--- src/rtl/bracket_comment_balance_checker_assert.svh ---
// Assertion macros for the bracket and comment balance checker.
// Used by the control module; the checks vanish when SYNTHESIS is defined.
`ifndef BRACKET_COMMENT_BALANCE_CHECKER_ASSERT_SVH
`define BRACKET_COMMENT_BALANCE_CHECKER_ASSERT_SVH
`ifndef SYNTHESIS
// check on every clock edge, muted while reset is asserted
`define BCBC_ASSERT(label, prop) \
	label: assert property (@(posedge clk) disable iff (!arst_n) prop) \
		else $error("bcbc assertion failed");
// check on every clock edge, reset included
`define BCBC_ASSERT_ALWAYS(label, prop) \
	label: assert property (@(posedge clk) prop) \
		else $error("bcbc assertion failed");
`else
`define BCBC_ASSERT(label, prop)
`define BCBC_ASSERT_ALWAYS(label, prop)
`endif
`endif

--- src/rtl/bcbc_pkg.sv ---
// Shared types and constants of the bracket and comment balance checker.
// No dependencies.
package bcbc_pkg;

	typedef struct packed {
		logic [7:0] text_byte;
		logic       end_of_text;
	} bcbc_text_t;

	typedef struct packed {
		logic [1:0] verdict;
		logic [1:0] symbol_kind;
	} bcbc_result_t;

	// one stack operation, fanned out to every cell
	typedef struct packed {
		logic       push;
		logic       pop;
		logic [1:0] kind;
	} bcbc_stack_op_t;

	typedef enum logic [2:0] {
		MARK_NONE  = 3'b001,
		MARK_SLASH = 3'b010,
		MARK_STAR  = 3'b100
	} bcbc_mark_t;

	localparam logic [1:0] KIND_PAREN   = 2'd0;
	localparam logic [1:0] KIND_SQUARE  = 2'd1;
	localparam logic [1:0] KIND_BRACE   = 2'd2;
	localparam logic [1:0] KIND_COMMENT = 2'd3;

	localparam logic [1:0] V_OK        = 2'd0;
	localparam logic [1:0] V_UNCLOSED  = 2'd1;
	localparam logic [1:0] V_NO_OPENER = 2'd2;
	localparam logic [1:0] V_OVERFLOW  = 2'd3;

	localparam logic [7:0] CH_LPAREN = 8'h28;
	localparam logic [7:0] CH_RPAREN = 8'h29;
	localparam logic [7:0] CH_LSQ    = 8'h5B;
	localparam logic [7:0] CH_RSQ    = 8'h5D;
	localparam logic [7:0] CH_LBRACE = 8'h7B;
	localparam logic [7:0] CH_RBRACE = 8'h7D;
	localparam logic [7:0] CH_SLASH  = 8'h2F;
	localparam logic [7:0] CH_STAR   = 8'h2A;

endpackage

--- src/rtl/bcbc_ctrl.sv ---
// Tokenizer, depth counter, error latch and result register.
// Depends on bcbc_pkg and bracket_comment_balance_checker_assert.svh.
`include "bracket_comment_balance_checker_assert.svh"
module bcbc_ctrl #(
	parameter int STACK_DEPTH = 128
) (
	input  logic                     clk,
	input  logic                     arst_n,
	input  logic                     text_valid,
	output logic                     text_stall,
	input  bcbc_pkg::bcbc_text_t     text,
	output logic                     result_valid,
	input  logic                     result_stall,
	output bcbc_pkg::bcbc_result_t   result,
	input  logic [1:0]               top_kind,
	output bcbc_pkg::bcbc_stack_op_t op
);

	localparam int DW = $clog2(STACK_DEPTH + 1);

	bcbc_pkg::bcbc_mark_t   mark_q, mark_d;
	logic [DW-1:0]          depth_q, depth_d;
	logic                   err_q, err_d;
	logic [1:0]             err_verdict_q, err_verdict_d;
	logic [1:0]             err_kind_q, err_kind_d;
	logic                   out_valid_q;
	bcbc_pkg::bcbc_result_t out_q;

	logic                   accept, is_eot;
	logic                   tok_valid, tok_open;
	logic [1:0]             tok_kind;
	logic                   empty, full;
	bcbc_pkg::bcbc_result_t verdict_now;

	assign text_stall   = out_valid_q & result_stall;
	assign accept       = text_valid & ~text_stall;
	assign is_eot       = accept & text.end_of_text;
	assign empty        = (depth_q == '0);
	assign full         = (depth_q == DW'(STACK_DEPTH));
	assign result_valid = out_valid_q;
	assign result       = out_q;

	// tokenizer: a pending mark pairs with this byte or is dropped
	always_comb begin
		tok_valid = 1'b0;
		tok_open  = 1'b0;
		tok_kind  = bcbc_pkg::KIND_PAREN;
		mark_d    = bcbc_pkg::MARK_NONE;
		if (mark_q == bcbc_pkg::MARK_SLASH && text.text_byte == bcbc_pkg::CH_STAR) begin
			tok_valid = 1'b1;
			tok_open  = 1'b1;
			tok_kind  = bcbc_pkg::KIND_COMMENT;
		end else if (mark_q == bcbc_pkg::MARK_STAR &&
				text.text_byte == bcbc_pkg::CH_SLASH) begin
			tok_valid = 1'b1;
			tok_kind  = bcbc_pkg::KIND_COMMENT;
		end else begin
			unique case (text.text_byte)
				bcbc_pkg::CH_LPAREN: begin
					tok_valid = 1'b1;
					tok_open  = 1'b1;
				end
				bcbc_pkg::CH_RPAREN: begin
					tok_valid = 1'b1;
				end
				bcbc_pkg::CH_LSQ: begin
					tok_valid = 1'b1;
					tok_open  = 1'b1;
					tok_kind  = bcbc_pkg::KIND_SQUARE;
				end
				bcbc_pkg::CH_RSQ: begin
					tok_valid = 1'b1;
					tok_kind  = bcbc_pkg::KIND_SQUARE;
				end
				bcbc_pkg::CH_LBRACE: begin
					tok_valid = 1'b1;
					tok_open  = 1'b1;
					tok_kind  = bcbc_pkg::KIND_BRACE;
				end
				bcbc_pkg::CH_RBRACE: begin
					tok_valid = 1'b1;
					tok_kind  = bcbc_pkg::KIND_BRACE;
				end
				bcbc_pkg::CH_SLASH: mark_d = bcbc_pkg::MARK_SLASH;
				bcbc_pkg::CH_STAR:  mark_d = bcbc_pkg::MARK_STAR;
				default: ;
			endcase
		end
	end

	// stack action and first-error latch
	always_comb begin
		op            = '0;
		op.kind       = tok_kind;
		depth_d       = depth_q;
		err_d         = err_q;
		err_verdict_d = err_verdict_q;
		err_kind_d    = err_kind_q;
		if (accept && !text.end_of_text && tok_valid && !err_q) begin
			if (tok_open) begin
				if (full) begin
					err_d         = 1'b1;
					err_verdict_d = bcbc_pkg::V_OVERFLOW;
					err_kind_d    = tok_kind;
				end else begin
					op.push = 1'b1;
					depth_d = depth_q + DW'(1);
				end
			end else if (empty) begin
				err_d         = 1'b1;
				err_verdict_d = bcbc_pkg::V_NO_OPENER;
				err_kind_d    = tok_kind;
			end else if (top_kind == tok_kind) begin
				op.pop  = 1'b1;
				depth_d = depth_q - DW'(1);
			end else begin
				err_d         = 1'b1;
				err_verdict_d = bcbc_pkg::V_UNCLOSED;
				err_kind_d    = top_kind;
			end
		end
	end

	always_comb begin
		verdict_now.verdict     = bcbc_pkg::V_OK;
		verdict_now.symbol_kind = bcbc_pkg::KIND_PAREN;
		if (err_q) begin
			verdict_now.verdict     = err_verdict_q;
			verdict_now.symbol_kind = err_kind_q;
		end else if (!empty) begin
			verdict_now.verdict     = bcbc_pkg::V_UNCLOSED;
			verdict_now.symbol_kind = top_kind;
		end
	end

	always_ff @(posedge clk or negedge arst_n) begin
		if (!arst_n) begin
			mark_q        <= bcbc_pkg::MARK_NONE;
			depth_q       <= '0;
			err_q         <= 1'b0;
			err_verdict_q <= bcbc_pkg::V_OK;
			err_kind_q    <= bcbc_pkg::KIND_PAREN;
			out_valid_q   <= 1'b0;
		end else begin
			if (is_eot) begin
				mark_q        <= bcbc_pkg::MARK_NONE;
				depth_q       <= '0;
				err_q         <= 1'b0;
				err_verdict_q <= bcbc_pkg::V_OK;
				err_kind_q    <= bcbc_pkg::KIND_PAREN;
			end else if (accept) begin
				mark_q        <= mark_d;
				depth_q       <= depth_d;
				err_q         <= err_d;
				err_verdict_q <= err_verdict_d;
				err_kind_q    <= err_kind_d;
			end
			if (is_eot) begin
				out_valid_q <= 1'b1;
			end else if (!result_stall) begin
				out_valid_q <= 1'b0;
			end
		end
	end

	always_ff @(posedge clk) begin
		if (is_eot) begin
			out_q <= verdict_now;
		end
	end

	`BCBC_ASSERT(a_depth_bound, depth_q <= DW'(STACK_DEPTH))
	`BCBC_ASSERT(a_eot_clears, is_eot |=> depth_q == '0 && !err_q && result_valid)
	`BCBC_ASSERT(a_push_grows, op.push |=> depth_q == $past(depth_q) + DW'(1))
	`BCBC_ASSERT(a_err_sticks, err_q && !is_eot |=> err_q && $stable(err_kind_q))
	`BCBC_ASSERT(a_no_op_on_err, err_q |-> !op.push && !op.pop)

endmodule

--- config.mk ---
export PLATFORM = sky130hd
export DESIGN_NAME = bcbc_ctrl
export DESIGN_NICKNAME = d
export VERILOG_FILES = /design/src/rtl/bcbc_pkg.sv /design/src/rtl/bcbc_ctrl.sv
export VERILOG_INCLUDE_DIRS = /design/src /design/src/rtl
export SDC_FILE = /design/constraint.sdc
export NUM_CORES = 1
export LEC_CHECK = 0
export ABC_AREA = 1
export BUFFER_PORTS_ARGS = -buffer_cell sky130_fd_sc_hd__buf_2
export CORE_AREA = 2 2 64 66
export DETAILED_ROUTE_END_ITERATION = 12
export DIE_AREA = 0 0 66 68
export PLACE_DENSITY = 0.69
export REMOVE_ABC_BUFFERS = 1
export SLEW_MARGIN = 30
export SYNTH_ARGS = -nofsm -noshare
export SYNTH_HDL_FRONTEND = slang
export SYNTH_SLANG_ARGS = --single-unit
--- constraint.sdc ---
create_clock -name clk -period 2.7 [get_ports clk]
set_clock_uncertainty 0.15 [all_clocks]
set_input_delay 0.27 -clock clk [delete_from_list [all_inputs] [get_ports clk]]
set_output_delay 0.27 -clock clk [all_outputs]
set_load 0.02 [all_outputs]
==> impl_metrics.py, run 1 <==
metrics = {
    "job": {
        "maxCapViolCount": 0,
    },
    "power": {
        "vdd_drop_max_v": 0.0003500,
        "p_total_uw": 1400,
        "power.density_nw_per_um2": 734.0,
        "power_leakage_uw": 0.0009761,
    },
    "route": {
        "wl_per_cell_um": 11.14,
        "drt_wl_total_um": 3208,
        "ant_nets": 0,
        "routed_via_density": 4.778,
        "drt_pass1_iterations": 4,
        "drc": 0,
        "dr_total_vias": 1376,
        "drt_iter0_markers": 45,
    },
    "final_layout": {
        "fillers": 405,
        "multi_input_area_um2": 998.5,
        "nets": 261,
        "most-common-layout-cells": "51 x nand2_1, 25 x inv_1, 24 x buf_2",
        "seqCellArea_um2": 546.8,
        "drive_above_1_share": 0.3235,
        "syn2layout_area_growth_pct": 13.90,
        "finalNonFillerCells": 288,
        "final_area_um2": 1907,
        "final_common_cell": "nand2_1",
        "n_antenna_cell": 0,
    },
    "placed_design": {
        "gp_congestion": 0.8876,
        "postPlaceCellArea_um2": 1852,
        "dp_cells": 283,
        "io_buffers": 24,
        "dp_hpwl_um": 2593,
    },
    "clock_tree": {
        "cts.sinks": 21,
        "clockBufferDepth": 2,
        "cts_buffers": 3,
        "cts_tree": "built",
        "clk_latency_ns": 0.27,
        "root_buffer": "clkbuf_8",
        "htreeDepth": 1,
        "path_clk_slew_ns": 0.08,
    },
    "global_routing": {
        "grt_pass1_vias": 1232,
        "track_usage": 0.1553,
        "antenna_found_initial": 0,
        "grt_pass1_wl_um": 5306,
        "grt_max_degree": 18,
        "gr-total-overflow": 0,
    },
    "setup_path": {
        "worstSetupPathType": "flop to flop",
        "crit_path_max_fanout": 7,
        "cp_slowest_cell": "dfstp_2",
        "crit_required_ns": 2.71,
        "cp_common_cell": "nand2_1",
        "cp_num_buf_inv": 1,
        "cpLargestDelayFamily": "simple AND/OR/NAND/NOR gates",
        "cpPeakStageDelay_ns": 0.38,
        "r2r_cells": 13,
        "r2r-start": "mark_q[0]",
        "rrSetupSlack_ns": 0.21,
        "r2r_end": "depth_q[6]",
        "cp.arrival_ns": 2.50,
        "end_kind": "flop",
        "start_kind": "flop",
        "cp_cell_sequence": "nor3_2, nand3_4, nand2_2, inv_1, ha_1, a21oi_1, nand2_1, nand2_1, nand2_1, a21o_1, or2_2, nand2_1, o21ai_2",
    },
    "yosys": {
        "yosys_warnings": 0,
        "synth.distinct_cells": 35,
        "synth-seq-cells": 21,
        "async_reset_ff_frac": 0.8095,
        "synth_edf_count": 4,
        "yosysSeqAreaShare": 0.3266,
        "synthFlopType": "dfrtp_1",
        "syn-instance-count": 208,
        "syn-cell-area_um2": 1674,
        "synth.avg_cell_area_um2": 8.049,
    },
    "floorplanning": {
        "die_w_um": 66,
        "initial_core_util": 0.4341,
        "die_y_um": 68,
        "ios": 25,
        "core_um2": 3856,
        "num_rows": 23,
        "die_area_um2": 4488,
    },
    "min_path": {
        "hold_class": "primary input to flop",
        "hold_path_depth": 3,
        "hold_end": "result_valid",
        "worstHoldStart": "result_stall",
    },
    "sta": {
        "min_period_ns": 2.491,
        "finalCritPeriodShare": 0.9227,
        "setup_violations": 0,
        "final-hold-violation-count": 0,
        "max_freq_mhz": 401.4,
        "rsz0062_at_grt": "no",
        "max_slew.worst_pin.slew_ns": 0.3828,
        "drv_slew": 0,
        "slew_headroom": 0.7448,
        "setup_tns_ns": 0,
    },
    "run_status": {
        "status": "complete, no violations",
    },
}
[registers in the layout, indices dropped and copies added, names as in the netlist]
name / flops
depth_q: 8
result: 4
mark_q: 3
err_kind_q: 2
err_verdict_q: 2
err_q: 1
result_valid: 1
[cells in the mapped netlist (3+ instances only)]
| library cell | instances | area (um2) |
|---|---|---|
| a21oi_1 | 7 | 35.03 |
| dfrtp_1 | 16 | 400.4 |
| edfxtp_1 | 4 | 120.1 |
| ha_1 | 6 | 75.07 |
| inv_1 | 25 | 93.84 |
| inv_2 | 4 | 15.01 |
| nand2_1 | 51 | 191.4 |
| nand2_2 | 13 | 81.33 |
| nand2_4 | 4 | 45.04 |
| nand3_1 | 10 | 50.05 |
| nand3_4 | 3 | 52.55 |
| nand4_1 | 5 | 31.28 |
| nor2_1 | 14 | 52.55 |
| nor2_4 | 3 | 33.78 |
| nor3_1 | 3 | 15.01 |
| o21ai_0 | 8 | 40.04 |
| o21ai_2 | 8 | 70.07 |
| or2_2 | 3 | 18.77 |
| xnor2_1 | 3 | 26.28 |
[logic make-up (layout without fill, tap and decap cells)]
kind of cell | Yosys count | count (layout) | synth area share
compound gates | 28 | 28 | 0.1159
fa+ha+maj | 7 | 7 | 0.05680
xor+xnor | 3 | 3 | 0.01570
simple gates | 119 | 119 | 0.4081
flops | 21 | 21 | 0.3266
buf+inv | 30 | 60 | 0.07698
[metrics by stage]
| step | setup slack, ns | hold WS [ns] | utilization |
|---|---|---|---|
| after floorplan | 0.1234 | -0.1756 | - |
| after global placement | 0.1799 | 0.06835 | 0.4802 |
| after detailed placement | 0.1510 | 0.06895 | 0.4802 |
| after CTS | 0.2153 | 0.09497 | 0.4945 |
| after global routing | 0.004099 | 0.1285 | 0.4945 |
| final | 0.2087 | 0.09411 | 0.4945 |
[area by class of cell]
type                       count  area share
sequential                    21      0.2867
tap                           50     0.03281
clock buffer                   4     0.02362
multi-input combinational    157      0.5236
timing repair buffer          27     0.07612
inverter                      29     0.05709
[repair_timing]
action,4_1_cts,5_1_grt
hold buffers,1,0
buffers inserted,0,0
resized for setup,0,0
setup endpoints to repair,0,0
hold endpoints to repair,16,0
[worst max path at each step]
| stage | startpoint | endpoint | slack (ns) | cells past startpoint |
|---|---|---|---|---|
| floorplan | mark_q[0] | depth_q[6] | 0.12 | 13 |
| global placement | text[5] | depth_q[6] | 0.18 | 16 |
| detailed placement | text[5] | depth_q[6] | 0.15 | 16 |
| CTS | mark_q[0] | depth_q[6] | 0.22 | 13 |
| global route | mark_q[0] | depth_q[6] | 0.004 | 13 |
| finish | mark_q[0] | depth_q[6] | 0.21 | 13 |
[worst min-delay path, stage by stage]
cell	delay, ns
buf_2	0.07
nand2_1	0.07
nand2_1	0.07
[power by group]
part,internal (uW),switching [uW]
combinational,307,406
clock,106,108
sequential,399,74.1
[metal layers]
metal  routed length (um)  GRT usage
met3                   63    0.01480
met4                   68    0.06888
met5                    0          0
met1                 1512     0.1918
met2                 1563     0.2765
(Power assumes the default switching activity.)
==> run 2: changes to the inputs <==
--- a/config.mk
+++ b/config.mk
@@ -8,10 +8,13 @@
 export LEC_CHECK = 0
 export ABC_AREA = 1
 export BUFFER_PORTS_ARGS = -buffer_cell sky130_fd_sc_hd__buf_2
-export CORE_AREA = 2 2 64 66
+export CELL_PAD_IN_SITES_DETAIL_PLACEMENT = 2
+export CELL_PAD_IN_SITES_GLOBAL_PLACEMENT = 2
+export CORE_AREA = 2 2 78 80
 export DETAILED_ROUTE_END_ITERATION = 12
-export DIE_AREA = 0 0 66 68
-export PLACE_DENSITY = 0.69
+export DIE_AREA = 0 0 80 82
+export GPL_TIMING_DRIVEN = 0
+export PLACE_DENSITY = 0.76
 export REMOVE_ABC_BUFFERS = 1
 export SLEW_MARGIN = 30
 export SYNTH_ARGS = -nofsm -noshare
==> run 2 against run 1 <==
- clock power decreased by 3%
- largest power group unchanged
- fmax decreased by 3.0%
- design area increased by 8.6%
- critical path type unchanged
- non-clock buffer count increased by 6
- cell count increased by 11%
- sequential share of layout area decreased by 2.3 points
- sequential cell count unchanged
- worst hold slack improved by 0.019 ns
- clock-buffer cell count unchanged
==> impl_metrics.py, run 2 (synthesis gave the netlist of run 1 again) <==
metrics = {
    "floorplanning": {
        "die_w_um": 80,
        "initial_core_util": 0.2914,
        "die_y_um": 82,
        "core_um2": 5746,
        "num_rows": 28,
        "ios": 25,
        "die_area_um2": 6560,
    },
    "route": {
        "ant_nets": 0,
        "drt_pass1_iterations": 3,
        "drc": 0,
        "wl_per_cell_um": 13.58,
        "routed_via_density": 4.592,
        "dr_total_vias": 1465,
        "drt_iter0_markers": 19,
        "drt_wl_total_um": 4331,
    },
    "global_routing": {
        "grt_max_degree": 18,
        "gr-total-overflow": 0,
        "antenna_found_initial": 0,
        "grt_pass1_wl_um": 7217,
        "grt_pass1_vias": 1546,
        "track_usage": 0.1407,
    },
    "power": {
        "power_leakage_uw": 0.001013,
        "vdd_drop_max_v": 0.0004442,
        "p_total_uw": 1523,
        "power.density_nw_per_um2": 735.4,
    },
    "setup_path": {
        "worstSetupPathType": "flop to flop",
        "start_kind": "flop",
        "r2r_cells": 13,
        "crit_required_ns": 2.70,
        "cp.arrival_ns": 2.57,
        "crit_path_max_fanout": 7,
        "end_kind": "flop",
    },
    "min_path": {
        "hold_path_depth": 3,
        "hold_class": "primary input to flop",
    },
    "clock_tree": {
        "clockBufferDepth": 2,
        "clk_latency_ns": 0.26,
        "root_buffer": "clkbuf_8",
        "cts_tree": "built",
        "cts.sinks": 21,
        "cts_buffers": 3,
        "path_clk_slew_ns": 0.08,
        "htreeDepth": 1,
    },
    "placed_design": {
        "postPlaceCellArea_um2": 1868,
        "dp_cells": 306,
        "gp_congestion": 0.7297,
        "dp_hpwl_um": 3247,
        "io_buffers": 24,
    },
    "sta": {
        "slew_headroom": 0.7164,
        "max_freq_mhz": 389.3,
        "timing.hold.ws_ns": 0.1131,
        "min_period_ns": 2.569,
        "drv_slew": 0,
        "setup_violations": 0,
        "max_slew.worst_pin.slew_ns": 0.4254,
        "finalCritPeriodShare": 0.9513,
        "final-hold-violation-count": 0,
    },
    "final_layout": {
        "most-common-layout-cells": "50 x nand2_1, 24 x inv_1, 24 x buf_2",
        "final_common_cell": "nand2_1",
        "fillers": 697,
        "nets": 267,
        "syn2layout_area_growth_pct": 23.69,
        "seqCellArea_um2": 546.8,
        "drive_above_1_share": 0.3770,
        "largest_reg_flops": 8,
        "final_area_um2": 2071,
        "multi_input_area_um2": 1082,
        "n_antenna_cell": 0,
        "top_register": "depth_q",
        "finalNonFillerCells": 319,
        "final_util": 0.3604,
    },
    "run_status": {
        "status": "complete, no violations",
    },
    "job": {
        "maxCapViolCount": 0,
    },
}
[run 2: report_power, final]
group / switching, uW / internal, uW / total, uW
clock network: 102 / 105 / 207
registers: 87.0 / 399 / 486
logic: 462 / 368 / 830
[run 2: timing repair]
item | 4_1_cts | 5_1_grt
buffers inserted | 2 | 6
gates resized for setup | 5 | 10
setup endpoints to repair | 3 | 3
endpoints found under the hold margin | 16 | 0
pin swaps | 1 | 4
gates cloned | 0 | 0
hold buffers | 1 | 0
[run 2: stage by stage]
stage | TNS (ns) | setup WS (ns)
after floorplan | 0 | 0.1234
after global placement | -0.3612 | -0.2354
after detailed placement | -0.5066 | -0.2725
after CTS | 0 | 0.01763
after global routing | -0.06141 | -0.05645
final | 0 | 0.1314
[run 2: path summary, 6_finish.rpt]
| kind | start | end | slack [ns] |
|---|---|---|---|
| max | mark_q[2] | depth_q[6] | 0.13 |
| min | result_stall | result_valid | 0.11 |
| max reg2reg | mark_q[2] | depth_q[6] | 0.13 |
| min reg2reg | err_kind_q[1] | err_kind_q[1] | 0.33 |
| max in group asynchronous | arst_n | mark_q[0] | 1.74 |
| min in group asynchronous | arst_n | depth_q[4] | 0.33 |
[run 2: final cells by class]
cell class	instances	area share
Inverter	29	0.05438
Clock buffer	4	0.02175
Timing Repair Buffer	33	0.09184
Sequential cell	21	0.2640
Multi-Input combinational cell	157	0.5227
Tap cell	75	0.04532
[run 2: per-layer routing]
metal  vias up  share of wire  global-route usage
met2        13           0.54              0.2583
li1        744              -                   -
met5         -              0                   0
met1       704           0.43              0.1750
met3         4          0.021             0.02637
met4         0         0.0083             0.02034
[run 2: critical path, stage by stage (launching register included)]
cell	delay [ns]
dfrtp_1	0.42
nor3_4	0.23
nand3_4	0.14
nand2_8	0.11
clkinvlp_4	0.15
ha_4	0.27
a21oi_2	0.17
nand2_1	0.08
nand2_1	0.09
nand2_1	0.06
a21o_1	0.17
or2_2	0.27
nand2_1	0.08
o21ai_2	0.06
==> run 3: changes to the inputs <==
--- a/config.mk
+++ b/config.mk
@@ -7,7 +7,7 @@
 export NUM_CORES = 1
 export LEC_CHECK = 0
 export ABC_AREA = 1
-export BUFFER_PORTS_ARGS = -buffer_cell sky130_fd_sc_hd__buf_2
+export BUFFER_PORTS_ARGS = -buffer_cell sky130_fd_sc_hd__buf_4
 export CELL_PAD_IN_SITES_DETAIL_PLACEMENT = 2
 export CELL_PAD_IN_SITES_GLOBAL_PLACEMENT = 2
 export CORE_AREA = 2 2 78 80
==> run 3 against run 2 <==
- clock-buffer cell count decreased by 1
- first-iteration DRC count increased by 26%
- critical path type unchanged
- design area increased by 1.9%
- wire length increased by 1.8%
- global-route usage increased by 0.39 points
- sequential cell count unchanged
- non-clock buffer count increased by 1
==> impl_metrics.py, run 3 (synthesis gave the netlist of run 1 again) <==
metrics = {
    "floorplanning": {
        "die_y_um": 82,
        "num_rows": 28,
        "core_um2": 5746,
        "die_w_um": 80,
        "ios": 25,
        "initial_core_util": 0.2914,
        "die_area_um2": 6560,
    },
    "global_routing": {
        "met3_usage": 0.02637,
        "antenna_found_initial": 0,
        "track_usage": 0.1446,
        "global_route.usage.met1": 0.1726,
        "gr-total-overflow": 0,
        "grtUsageMet2": 0.2750,
        "grt_pass1_wl_um": 7424,
        "grt_max_degree": 18,
        "grt_pass1_vias": 1563,
        "top_usage_layer": "met2",
    },
    "route": {
        "routed_via_density": 4.741,
        "dr_total_vias": 1517,
        "drt_iter0_markers": 24,
        "wl_per_cell_um": 13.78,
        "drc": 0,
        "ant_nets": 0,
        "drt_wl_total_um": 4411,
        "drt_pass1_iterations": 2,
    },
    "setup_path": {
        "end_kind": "flop",
        "start_kind": "flop",
        "crit_required_ns": 2.71,
        "crit_path_max_fanout": 6,
        "worstSetupPathType": "flop to flop",
        "cp.arrival_ns": 2.52,
    },
    "clock_tree": {
        "path_clk_slew_ns": 0.08,
        "htreeDepth": 1,
        "cts.sinks": 21,
        "clockBufferDepth": 2,
        "cts_buffers": 3,
        "root_buffer": "clkbuf_8",
        "cts_tree": "built",
        "clk_latency_ns": 0.27,
    },
    "placed_design": {
        "dp_cells": 306,
        "dp_hpwl_um": 3401,
        "io_buffers": 24,
        "gp_congestion": 0.7481,
    },
    "power": {
        "power.density_nw_per_um2": 720.6,
        "p_seq_frac": 0.315,
        "pwr-share-clk": 0.141,
        "netSwitchingFraction": 0.4291,
        "power_leakage_uw": 0.001032,
        "pwr-share-comb": 0.544,
        "vdd_drop_max_v": 0.0002865,
        "intPower_uw": 868.3,
        "p_sw_uw": 652.7,
    },
    "final_layout": {
        "multi_input_area_um2": 1054,
        "syn2layout_area_growth_pct": 26.08,
        "drive_above_1_share": 0.3714,
        "most-common-layout-cells": "51 x nand2_1, 33 x buf_4, 24 x inv_1",
        "n_antenna_cell": 0,
        "final_common_cell": "nand2_1",
        "largest_reg_flops": 8,
        "seqCellArea_um2": 546.8,
        "nets": 268,
        "top_register": "depth_q",
        "fillers": 702,
        "finalNonFillerCells": 320,
    },
    "sta": {
        "timing.hold.ws_ns": 0.1036,
        "final-hold-violation-count": 0,
        "drv_slew": 0,
        "finalCritPeriodShare": 0.9305,
        "slew_headroom": 0.7726,
        "max_slew.worst_pin.slew_ns": 0.3386,
        "setup_violations": 0,
        "min_period_ns": 2.512,
        "max_freq_mhz": 398.0,
    },
    "job": {
        "maxCapViolCount": 0,
    },
    "min_path": {
        "hold_class": "primary input to flop",
    },
    "run_status": {
        "status": "complete, no violations",
    },
}
run 3: repair_timing:
| action | in CTS | in global routing |
|---|---|---|
| gates resized for setup | 5 | 5 |
| endpoints found under the hold margin | 17 | 0 |
| setup endpoints to repair | 3 | 4 |
| pin swaps | 1 | 3 |
| gates cloned | 0 | 0 |
| buffers inserted | 3 | 6 |
| hold buffers | 1 | 0 |
run 3: power groups by stage:
stage	logic [uW]	clock network [uW]	registers, uW
final	828	214	479
after global routing	954	231	489
after CTS	806	227	474
after detailed placement	765	0	478
after global placement	741	0	478
after floorplan	593	0	467
run 3: metrics by stage:
| step | total power (uW) | setup slack [ns] | util | setup TNS [ns] | area, um2 |
|---|---|---|---|---|---|
| global placement | 1219 | -0.2522 | 0.3356 | -0.4244 | 1928 |
| finish | 1521 | 0.1876 | 0.3674 | 0 | 2111 |
| global route | 1675 | -0.02761 | 0.3674 | -0.03177 | 2111 |
| floorplan | 1060 | 0.1234 | - | 0 | 1654 |
| detailed placement | 1244 | -0.2929 | 0.3356 | -0.6587 | 1928 |
| CTS | 1507 | 0.006509 | 0.3541 | 0 | 2034 |
run 3: path summary, 6_finish.rpt:
kind | startpoint | end | slack [ns] | cells after the start
setup / recovery | mark_q[2] | depth_q[6] | 0.19 | 13
hold / removal | result_stall | result_valid | 0.10 | 3
max in group asynchronous | arst_n | mark_q[0] | 1.88 | 2
hold reg to reg | err_kind_q[1] | err_kind_q[1] | 0.34 | 2
min in group asynchronous | arst_n | depth_q[6] | 0.25 | 2
setup reg to reg | mark_q[2] | depth_q[6] | 0.19 | 13
run 3: area by class of cell:
| cell class | instances | share of cell area |
|---|---|---|
| Tap cell | 75 | 0.04446 |
| Clock inverter | 1 | 0.002371 |
| Clock buffer | 3 | 0.01956 |
| Multi-Input combinational cell | 157 | 0.4991 |
| Sequential cell | 21 | 0.2590 |
| Timing Repair Buffer | 34 | 0.1221 |
| Inverter | 29 | 0.05335 |
run 3: routing by layer:
metal,vias up,share of wire
met5,-,0
met4,0,0.0052
met3,4,0.021
met2,13,0.54
met1,750,0.43
li1,750,-
run 3: worst max-delay path: stages (launching register included):
cell        delay [ns]
dfrtp_1           0.42
nor3_4            0.21
nand3_4           0.14
nand2_8           0.11
clkinvlp_4        0.12
ha_2              0.32
a21oi_2           0.17
nand2_1           0.06
nand2_1           0.09
nand2_1           0.06
a21o_1            0.16
or2_2             0.26
nand2_1           0.08
o21ai_2           0.06
